**config.mk**
```make
export PLATFORM = sky130hd
export DESIGN_NAME = lav_outq
export DESIGN_NICKNAME = d
export VERILOG_FILES = /design/src/rtl/lav_pkg.sv /design/src/rtl/lav_outq.sv
export SDC_FILE = /design/constraint.sdc
export NUM_CORES = 1
export LEC_CHECK = 0
export ABC_AREA = 1
export BUFFER_PORTS_ARGS = -buffer_cell sky130_fd_sc_hd__buf_2
export CAP_MARGIN = 20
export CORE_UTILIZATION = 60
export CTS_BUF_LIST = sky130_fd_sc_hd__clkbuf_16
export CTS_CLUSTER_SIZE = 14
export DETAILED_ROUTE_END_ITERATION = 12
export PLACE_DENSITY = 0.86
export SLEW_MARGIN = 30
export SYNTH_ARGS = -nofsm -noshare
export SYNTH_HDL_FRONTEND = slang
export SYNTH_SLANG_ARGS = --single-unit
```
**constraint.sdc**
```tcl
create_clock -name clk -period 14.35 [get_ports clk]
set_input_delay 2.87 -clock clk [delete_from_list [all_inputs] [get_ports clk]]
set_output_delay 2.87 -clock clk [all_outputs]
set_load 0.1 [all_outputs]
```
**src/rtl/lav_pkg.sv**
```systemverilog
// ----------------------------------------------------------------------------
// lav_pkg
// Shared types and constants of the look-at view matrix block.
// ----------------------------------------------------------------------------
package lav_pkg;

  typedef logic signed [31:0] q_t;
  typedef logic signed [32:0] d_t;

  typedef struct packed {
    q_t [2:0] eye;
    d_t [2:0] dir;
    q_t [2:0] up;
  } item_t;

  typedef struct packed {
    logic [1:0] idx;
    q_t [3:0]   row;
    logic       last;
  } col_t;

  localparam logic [1:0]  COL_LAST   = 2'd3;
  localparam logic [16:0] MINLEN_RST = 17'd66;

endpackage

```
**src/rtl/lav_outq.sv**
```systemverilog
// ----------------------------------------------------------------------------
// lav_outq
// Result queue: four matrix columns between the engine and the result port.
// ----------------------------------------------------------------------------
module lav_outq (
  input  logic          clk,
  input  logic          rst_n,
  input  logic          col_push,
  output logic          col_full,
  input  lav_pkg::col_t col_in,
  output logic          out_empty,
  input  logic          out_pop,
  output lav_pkg::col_t col_out
);
  import lav_pkg::*;

  col_t       mem_r [4];
  logic [1:0] wr_r;
  logic [1:0] rd_r;
  logic [2:0] cnt_r;
  logic       do_push;
  logic       do_pop;

  assign col_full  = (cnt_r == 3'd4);
  assign out_empty = (cnt_r == 3'd0);
  assign do_push   = col_push && !col_full;
  assign do_pop    = out_pop && !out_empty;
  assign col_out   = mem_r[rd_r];

  always_ff @(posedge clk) begin
    if (do_push) begin
      mem_r[wr_r] <= col_in;
    end
  end

  always_ff @(posedge clk) begin
    if (!rst_n) begin
      wr_r  <= '0;
      rd_r  <= '0;
      cnt_r <= '0;
    end else begin
      if (do_push) begin
        wr_r <= wr_r + 2'd1;
      end
      if (do_pop) begin
        rd_r <= rd_r + 2'd1;
      end
      cnt_r <= cnt_r + 3'(do_push) - 3'(do_pop);
    end
  end

endmodule
```
### Word level (Yosys, flattened, before mapping)

Memory sizes are Yosys's and may differ from the RTL's. A register that Yosys moved wholly into a read port is not among the register bits.
Cells that the tools add are included.

* $add $sub $neg: 4
* equal/unequal tests: 1
* mux-type cells: 4
* reduce and logical (&&, ||, !) cells: 5

Operators by type and width (number)
* $add 2x1->2 const B: 2
* $mux 2: 2
* $add 3x1->3: 1
* $eq 3x3->1 const B: 1
* $logic_not 3->1: 1
* $sub 3x1->3: 1
* $logic_and 1x1->1: 2
* $logic_not 1->1: 2
* $mux 1: 2

* bits in registers: 7
* RAM bits: 524
* bits of input ports: 135
* output and inout bits: 133
* logic and storage cells: 18
* memories: 1

Memories
* mem_r: words 4, bits a word 131, read ports 1, clocked after Yosys merged registers in 1, write ports 1, RTL line lav_outq.sv:17 `col_t mem_r [4];`

### Longest topological paths before layout

* depth after elaboration: 5
* depth in mapped cells: 11
* depth with buffers taken out: 11

### Least setup slack after synthesis

Ideal clock, no wire load.

* path kind: input to register
* start: input col_push
* end: memory mem_r[0][0] (netlist bit) (enable)
* setup time: 0.623 ns
* arrival time: 8.430 ns
* required time: 13.727 ns
* setup slack: 5.297 ns
* stages: 2
* buffers on the path: 0
* cells stage by stage: nand2_1 nor2_1

* word-level cells in the longest chain between the ends: 3

Ends and longest elaborated chain
* from (decl): RTL line lav_outq.sv:8 `input logic col_push,`
* $logic_and 1x1->1: RTL line lav_outq.sv:26 `assign do_push = col_push && !col_full;`
* $mux 1: RTL line lav_outq.sv:31 `if (do_push) begin`
* $mux 1 (not written as such): RTL line lav_outq.sv:32 `mem_r[wr_r] <= col_in;`
* to (decl): RTL line lav_outq.sv:17

No other way between the ends.

==> key figures <==
Status
  – Run status: complete, no violations

Synthesis
  – Synth unique cells: 20
  – Average cell area after synthesis: 14.9 µm²
  – Cell taking the most area after synthesis: edfxtp_1
  – Mapped Cells: 1,334
  – Post-synth top area share: approximately 79%
  – Seq/Total Area, Yosys: 80.1%
  – Ys async rst share: 0%
  – Yosys warnings: 0
  – Yosys reg bits: 533
  – EDFF count, synth: 524
  – Most used flip-flop cell after synthesis: edfxtp_1
  – Most common cell in the netlist: edfxtp_1
  – Top post-synthesis cells by area: edfxtp_1 79%, nor2_1 5.2%, o21ai_0 4.8%, o22ai_1 4.1%, o21ai_1 1.8%
  – Cell Area, Synth: between 15,000 and 20,000 µm²
  – Syn Nets: 1,476
  – Commonest cells in the netlist: 524 x edfxtp_1, 274 x nor2_1, 190 x o21ai_0

STA
  – Min cycle time layout: 6.11 ns
  – Relative slew margins: 35.2%
  – Skew final: 0.0256 ns
  – Final setup vio count: 0
  – Hold WS: a little over 0.5 ns
  – Final hold vios: 0
  – FMAX: 0.164 GHz
  – Worst-margin pin slew: 0.972 ns
  – Slew Limit Fails: 0
  – Final period utilization: between 40% and 50%
  – Unrepaired setup endpoints after global routing: no
  – Total Neg Setup Slack: 0 ns

Route
  – DR iter-0 viols: 1,094
  – DRC viols: 0
  – First-pass iteration count of the detailed router: 5
  – Routed WL: 41.3 mm
  – Wirelength per Cell: 20.0 µm
  – ANT nets after route: 0
  – Vias: 12.0k
  – Vias per std cell: 5.83

Flow run
  – MaxCap Viol Count: 0

Global route
  – All-Layer GR Usage: 24.1%
  – Initial antenna violation count: 5
  – Pin count of the biggest net entering global routing: 175
  – Vias in the first global route: between 10k and 15k
  – First-pass GRT wire length: slightly above 60 mm
  – Grt ovf: 0

Setup path
  – Worst path max stage delay: 0.75 ns
  – Crit path kind: flip-flop to output port
  – Setup crit end kind: output port
  – Worst Path Arrival: 3.24 ns
  – Kind of cell adding the most delay to the critical path: buffers and inverters
  – FF-to-FF path depth: 5
  – WP buf/inv: 3
  – Worst Setup Start Kind: flip-flop
  – R2R Setup Slk: 11.39 ns
  – Reg2Reg Capture Point: mem_r[0][61]
  – Required @ worst endpoint: 11.48 ns
  – Critical Path, Cell by Cell: inv_8 -> buf_4 -> o21ai_0 -> o22ai_1 -> buf_2
  – CP max FO: 89
  – Worst r2r src: cnt_r[1]
  – Slowest cell on crit path: buf_4

Final layout
  – Post-layout util: between 70 and 80%
  – Layout area overhead: 15.8%
  – Design area: 23,000 µm²
  – Nets: 1,724
  – Layout cells sized above 1: between 20 and 25%

Placed design
  – IO Port Bufs: 267
  – Post-placement cell area: 21,400 µm²
  – Dpl hpwl: roughly 22 mm
  – GP Congestion: 0.745

Worst hold path
  – Worst min-delay path startpoint: rd_r[0]
  – Worst hold stages: 2
  – Worst hold path class: flip-flop to flip-flop

Die
  – Die Area: 33,900 µm²
  – Initial core utilization: 61.1%
  – Rows: 66
  – Die X-Extent: between 150 and 200 µm
  – Core area: 32,500 µm²
  – # IOs: 268
  – Die height: 184 µm

Clocking
  – Cts-stage hold buffer count: 0
  – Total CTS buffers: 50
  – Post-CTS Setup Inserts: 0
  – Clock sink count: 533
  – CTS tree: yes
  – CTS HTree Levels: 2
  – # resized after CTS: 0
  – Max clock buf depth: 3
  – Skew-Pair Late Insertion Delay: 0.55 ns
  – Root Driver: clkbuf_16
  – Clk slew on worst S/H paths: roughly 0.060 ns

Power
  – Max VDD drop: 230 µV
  – Overall Power: around 0.0053 W
  – Pwr/cell area: 229 nW/µm²
  – Leakage power: 8.10 nW
## logic make-up after synthesis
kind of cell	Yosys count	share of synthesized area, %
flip-flops	533	80.1
adder cells (fa/ha/maj)	7	0.478
AND/OR/NAND/NOR	292	5.54
buffers and inverters	104	3.08
AO/OA/AOI/OAI	398	10.8
## worst max path at each step
stage / to / cells after the start / from
finish: col_out[53] / 5 / flip-flop
global route: col_out[48] / 4 / flip-flop
CTS: col_out[53] / 5 / flip-flop
detailed placement: col_out[53] / 5 / flip-flop
global placement: col_out[124] / 5 / flip-flop
floorplan: mem_r[0][0] / 2 / col_push
## stage by stage
stage	cells	setup WS, ns
4_1_cts	2062	7.73
6_report	2066	8.24
5_1_grt	2065	8.06
3_5_place_dp	1971	8.39
2_1_floorplan	1334	5.30
3_3_place_gp	1971	8.50
## where the power goes
part	switching (W)	internal, W	total, W
combinational	0.00177	0.000276	0.00204
sequential	0.0000594	0.00190	0.00196
clock	0.000529	0.000734	0.00126
total	0.00236	0.00291	0.00526
## placed cells by master, fill, tap and decap left out
cell type  Yosys  layout
inv_8          0       1
bufinv_16      0       4
ha_1           6       6
o21ai_1       72      72
nand3_1        4       4
nor2_4         0       4
dfxtp_1        9       7
a21oi_1        5       5
inv_4          0       1
edfxtp_1     524     524
inv_1         17      28
clkinv_1       0      10
nor2_1       274     270
buf_4          2       8
buf_16         0       1
nand2_1       14      14
clkinv_2       0      13
diode_2        0       3
dfxtp_4        0       2
fa_1           1       1
o22ai_1      131     131
o21ai_0      190     190
buf_6         21       5
buf_2         28     267
clkbuf_16      0      53
## worst reg2reg max path, stage by stage (launching register included)
cell and delay [ns]:
dfxtp_1 0.37, nor2_1 0.08, nand2_1 0.18, nand2_1 0.30, nor2_4 0.78, buf_4 0.83
## flip-flops by register name, summed over array words and instances (netlist names), named ones only
register / cells
mem_r: 524
wr_r: 2
cnt_r: 3
rd_r: 2
## layout make-up
class	instances	area, µm²
antenna	3	7.51
clock buffer	53	1330
clock inverter	38	264
fill	2072	9520
inverter	19	81.3
multi-input combinational	697	3380
sequential	533	15900
tap	442	553
timing repair buffer	281	1480
## per-layer routing
| metal | wire length, µm | part of all wire [%] | track usage (%) |
|---|---|---|---|
| met5 | 13 | 0.031 | 0 |
| met4 | 948 | 2.3 | 8.43 |
| met3 | 3940 | 9.5 | 6.50 |
| met2 | 20800 | 50 | 40.1 |
| met1 | 15600 | 38 | 30.7 |
No activity file was read; power rests on OpenSTA's default activity.
