$ cat src/rtl/lav_pkg.sv
// ----------------------------------------------------------------------------
// lav_pkg
// Shared types and constants of the look-at view matrix block.
// ----------------------------------------------------------------------------
package lav_pkg;

  typedef logic signed [31:0] q_t;
  typedef logic signed [32:0] d_t;

  typedef struct packed {
    q_t [2:0] eye;
    d_t [2:0] dir;
    q_t [2:0] up;
  } item_t;

  typedef struct packed {
    logic [1:0] idx;
    q_t [3:0]   row;
    logic       last;
  } col_t;

  localparam logic [1:0]  COL_LAST   = 2'd3;
  localparam logic [16:0] MINLEN_RST = 17'd66;

endpackage

$ cat src/rtl/lav_front.sv
// ----------------------------------------------------------------------------
// lav_front
// Input side: takes words, forms target - eye, holds them in a two-entry queue.
// ----------------------------------------------------------------------------
module lav_front (
  input  logic          clk,
  input  logic          rst_n,
  input  logic          in_push,
  output logic          in_full,
  input  lav_pkg::q_t   eye_x,
  input  lav_pkg::q_t   eye_y,
  input  lav_pkg::q_t   eye_z,
  input  lav_pkg::q_t   target_x,
  input  lav_pkg::q_t   target_y,
  input  lav_pkg::q_t   target_z,
  input  lav_pkg::q_t   up_x,
  input  lav_pkg::q_t   up_y,
  input  lav_pkg::q_t   up_z,
  output logic          item_valid,
  output lav_pkg::item_t item,
  input  logic          item_pop
);
  import lav_pkg::*;

  item_t      mem_r [2];
  item_t      wr_item;
  logic       wr_r;
  logic       rd_r;
  logic [1:0] cnt_r;
  logic       do_push;
  logic       do_pop;

  assign in_full    = (cnt_r == 2'd2);
  assign item_valid = (cnt_r != 2'd0);
  assign do_push    = in_push && !in_full;
  assign do_pop     = item_pop && item_valid;
  assign item       = mem_r[rd_r];

  always_comb begin
    wr_item.eye[0] = eye_x;
    wr_item.eye[1] = eye_y;
    wr_item.eye[2] = eye_z;
    wr_item.up[0]  = up_x;
    wr_item.up[1]  = up_y;
    wr_item.up[2]  = up_z;
    wr_item.dir[0] = 33'(target_x) - 33'(eye_x);
    wr_item.dir[1] = 33'(target_y) - 33'(eye_y);
    wr_item.dir[2] = 33'(target_z) - 33'(eye_z);
  end

  always_ff @(posedge clk) begin
    if (do_push) begin
      mem_r[wr_r] <= wr_item;
    end
  end

  always_ff @(posedge clk) begin
    if (!rst_n) begin
      wr_r  <= 1'b0;
      rd_r  <= 1'b0;
      cnt_r <= 2'd0;
    end else begin
      if (do_push) begin
        wr_r <= ~wr_r;
      end
      if (do_pop) begin
        rd_r <= ~rd_r;
      end
      cnt_r <= cnt_r + 2'(do_push) - 2'(do_pop);
    end
  end

endmodule

$ cat config.mk
export PLATFORM = sky130hd
export DESIGN_NAME = lav_front
export DESIGN_NICKNAME = d
export VERILOG_FILES = /design/src/rtl/lav_pkg.sv /design/src/rtl/lav_front.sv
export SDC_FILE = /design/constraint.sdc
export NUM_CORES = 1
export LEC_CHECK = 0
export ABC_AREA = 1
export BUFFER_PORTS_ARGS = -buffer_cell sky130_fd_sc_hd__buf_4
export CAP_MARGIN = 10
export CORE_MARGIN = 2
export CORE_UTILIZATION = 52
export CTS_BUF_LIST = sky130_fd_sc_hd__clkbuf_4
export DETAILED_ROUTE_END_ITERATION = 16
export GPL_ROUTABILITY_DRIVEN = 0
export PLACE_DENSITY_LB_ADDON = 0.15
export SETUP_SLACK_MARGIN = 0.2
export SLEW_MARGIN = 20
export SYNTH_ARGS = -nofsm -noshare
export SYNTH_HDL_FRONTEND = slang
export SYNTH_SLANG_ARGS = --single-unit
$ cat constraint.sdc
create_clock -name clk -period 16.6 [get_ports clk]
set_clock_uncertainty 0.2 [all_clocks]
set_input_delay 3.32 -clock clk [delete_from_list [all_inputs] [get_ports clk]]
set_output_delay 3.32 -clock clk [all_outputs]
set_load 0.02 [all_outputs]
# After elaboration in Yosys (flattened, before gate mapping)
# Memory sizes are Yosys's and may differ from the RTL's. A register that Yosys moved wholly into a read port is not among the register bits.
# Index checks and enable logic that the tools add are counted.
# word_totals
ff_bits	4
ramBits	582
input_bits	292
out_inout_bits	293
elab_cells	20
memories	1
# mem_list
memory	words	word_bits	rd	rd_clocked_by_memory_dff	wr	line	source
mem_r	2	291	1	1	1	lav_front.sv:25	item_t mem_r [2];
# classes
addsub	5
eq_ne	1
muxes	4
n_bitwise	2
n_reduce_logical	4
# ops
operator	n
subtractor 32 x 32 -> 33 bit	3
two-way mux 1 bit	4
adder 2 x 1 -> 2 bit	1
equality test 2 bit (second input constant)	1
logical AND 1 bit	2
NOT 1 bit	2
nonzero test 2 bit	1
subtractor 2 x 1 -> 2 bit	1
zero test 1 bit	1

# Logic depth before layout (Yosys ltp)
# logic_depth
ltp_word	5
mapped_depth	14
mapped_depth_nobuf	14

# Least setup slack after synthesis
# No wires, ideal clock.
# synth_path
path_kind	input -> register
start	in in_push
end	mem mem_r[0][0] (netlist bit) (enable)
setup_time_ns	0.950
arrival_time_ns	15.575
required_ns	15.450
setup_slack_ns	-0.126
path_stages	2
path_buffers	0
cell_sequence	o21ai_0 > nor2_1
# synth_between
elab_chain_len	3
# synth_rtl
item	line	source
from (decl)	lav_front.sv:8	input logic in_push,
logical AND 1 bit	lav_front.sv:35	assign do_push = in_push && !in_full;
two-way mux 1 bit	lav_front.sv:52	if (do_push) begin
two-way mux 1 bit (implied by the code)	lav_front.sv:53	mem_r[wr_r] <= wr_item;
to (decl)	lav_front.sv:25	
# Every way passes these cells.

==> results.py <==
metrics = {
    "synth": {
        "synth_enable_flop_cells": 582,
        "number_of_register_bits_inferred_by_synthesis": 587,
        "synthCells": 2605,
        "synth_area_per_cell_um2": 11.08,
        "yosys_most_used_dff": "edfxtp_1",
        "synth_cell_types": 25,
        "synth.yosys.seq_area_share_pct": 60.89,
        "largest_family_of_logic_cells_by_synthesized_area": "simple AND/OR/NAND/NOR gates",
        "synth-warning-count": 0,
        "synth-xor-area-share_pct": 1.396,
        "synth_compound_area_share_pct": 1.396,
        "synth_mux_area_share_pct": 11.35,
        "synthAdderAreaFrac_pct": 4.455,
        "syn_area_um2": 28870,
        "asyncSetResetFlopFracSynth_pct": 0,
        "synth_simple_gate_area_share_pct": 13.67,
        "syn-num-nets": 2998,
    },
    "sta": {
        "maxClockFrequency_mhz": 140.9,
        "min_period_ps": 7098,
        "postLayoutSetupSlackWorst_ps": 9502,
        "max_slew.worst_pin.slew_ps": 1254,
        "relSlewSlack_pct": 16.43,
        "setup_repair_after_global_routing_missed_its_margin": "no",
        "report.final.hold_viol_count": 0,
        "period_share_pct": 42.76,
        "fin_setup_tns_ps": 0,
        "setup_viol_count_final": 0,
        "hold-worst-slack_ps": 245.6,
        "total_count_of_max_transition_violations_in_the_final_report": 0,
    },
    "clock_tree": {
        "cts.repair.resized": 0,
        "clock_pin_transition_on_the_worst_setup_and_hold_timing_paths_ps": 60,
        "max_h_tree_level": 4,
        "cts-hold-fix-buffers": 0,
        "clock_sinks": 587,
        "clockRootBuffer": "clkbuf_4",
        "tritoncts": "yes",
        "numCtsBuffers": 150,
        "post_cts_buffers": 0,
        "cts_max_path_buffers": 3,
        "clkLatencyLatePin_ps": 950,
    },
    "global_route": {
        "wire_length_of_the_first_global_routing_pass_um": 111100,
        "initial_antenna_violation_count": 11,
        "gr-usage-all-layers_pct": 25.39,
        "first_global_vias": 20640,
        "grt_max_degree": 167,
        "gr-total-overflow": 0,
    },
    "route": {
        "vias_cell": 4.924,
        "drt_drc_violations_left": 0,
        "routed_wirelength_um": 73470,
        "dr.first_iter.drc_count": 1288,
        "route.vias.total": 20520,
        "final_antenna_violating_net_count": 0,
        "post_drt_wl_per_cell_um": 17.63,
        "first_pass_iters": 5,
    },
    "setup_path": {
        "worst-endpoint-required_ps": 13080,
        "cpPeakStageDelay_ps": 1020,
        "cpLargestDelayFamily": "flip-flops",
        "worst_setup_path_end_kind": "primary output",
        "path_buf_inv": 2,
        "cp-start-kind": "flip-flop",
        "path_max_fanout": 152,
        "reg2reg_depth": 4,
        "r2r_slack_ps": 13260,
        "timing.critical_path.arrival_ps": 3580,
        "critical_path.slowest_cell": "dfxtp_4",
        "worstSetupPathType": "reg2out",
        "critical_path.cell_chain": "buf_12 > mux2_2 > buf_4",
        "levels_on_crit_path": 3,
    },
    "worst_hold_path": {
        "min_path_type": "reg2reg",
        "hold_depth": 1,
    },
    "die": {
        "chipWidth_um": 239.6,
        "floorplan.die_area_um2": 57420,
        "fp-row-count": 86,
        "die_height_um": 239.6,
        "initial_core_util_pct": 52.50,
        "ioPinCount": 585,
        "core_region_area_um2": 54990,
    },
    "final_layout": {
        "most-common-layout-cells": "741 x nand2_1, 589 x buf_4, 582 x edfxtp_1",
        "final_layout_size_suffix_gt1_share_pct": 33.53,
        "nets": 3708,
        "syn2layout_area_growth_pct": 24.71,
        "layout.cells.most_common": "nand2_1",
        "final.fill_count": 4271,
    },
    "placed_design": {
        "detailedPlacementHpwl_um": 54350,
        "placement.io_buffers": 584,
        "placement.setup.worst_slack_ps": 10300,
    },
    "power_and_ir_drop": {
        "total_power_w": 0.004780,
        "power_leakage_nw": 16.61,
        "power_density_nw_per_um2": 132.8,
        "max-vdd-ir-drop_mv": 0.08725,
    },
    "run_status": {
        "status": "finished, final reports clean",
    },
    "flow_run": {
        "total_of_max_cap_violations": 0,
    },
}
==> path summary, 6_finish.rpt <==
kind              endpoint  startpoint
max reg2reg  mem_r[1][157]    cnt_r[0]
min reg2reg      flip-flop        rd_r
min              flip-flop        rd_r
max              item[271]   flip-flop
==> synth_stat cells, types with 12 or more instances <==
master	count	share of area, %
nand2_1	741	9.6
edfxtp_1	582	61
inv_1	480	6.2
mux2_2	291	11
nor2_1	127	1.7
ha_1	98	4.2
nand3_1	66	1.1
a21oi_1	64	1.1
xor2_1	39	1.2
buf_2	32	0.55
nand2_2	24	0.52
nand4_1	12	0.26
==> flip-flops by register name (all words and copies together), names as in the netlist, named ones only <==
register,count
cnt_r,2
mem_r,582
rd_r,1
wr_r,1
==> logic make-up (layout without fill, tap and decap cells) <==
family / count (synthesis) / count (layout)
DFF: 587 / 587
xor gates and xnor gates: 46 / 46
buffers and inverters: 514 / 1321
adders and majority gates: 101 / 101
muxes: 291 / 291
and+or+nand+nor: 990 / 990
other: 0 / 7
AOI/OAI and AO/OA: 76 / 76
==> layer usage <==
| metal | track usage [%] | wire length, um | vias to the layer above |
|---|---|---|---|
| met4 | 9.848 | 1795 | 10 |
| li1 | - | - | 10080 |
| met5 | 0 | 58 | - |
| met3 | 8.344 | 6479 | 123 |
| met1 | 29.92 | 28430 | 9582 |
| met2 | 43.05 | 36700 | 725 |
==> final cells by class <==
cell class                      instances  area, um2  area share [%]
Antenna cell                            7      17.52         0.04866
Clock buffer                          213       1599           4.442
Clock inverter                         36      255.2          0.7090
Inverter                              480       1802           5.005
Multi-Input combinational cell       1504       9330           25.92
Sequential cell                       587      17580           48.83
Tap cell                              748      935.9           2.600
Timing Repair Buffer                  592       4482           12.45
==> power breakdown <==
part	switching [W]	total, W	internal (W)
Sequential	0.0000701	0.00200	0.00193
Clock	0.000568	0.00120	0.000636
Combinational	0.000923	0.00158	0.000653
==> through the flow <==
step | std cells | cell area [um2] | utilization (%)
detailed placement | 3911 | 34130 | 62.07
floorplan | 2605 | 28870 | -
global placement | 3911 | 34130 | 62.07
global route | 4165 | 36000 | 65.47
finish | 4167 | 36000 | 65.48
CTS | 4160 | 35980 | 65.44
Power figures use the tool's default switching activity.
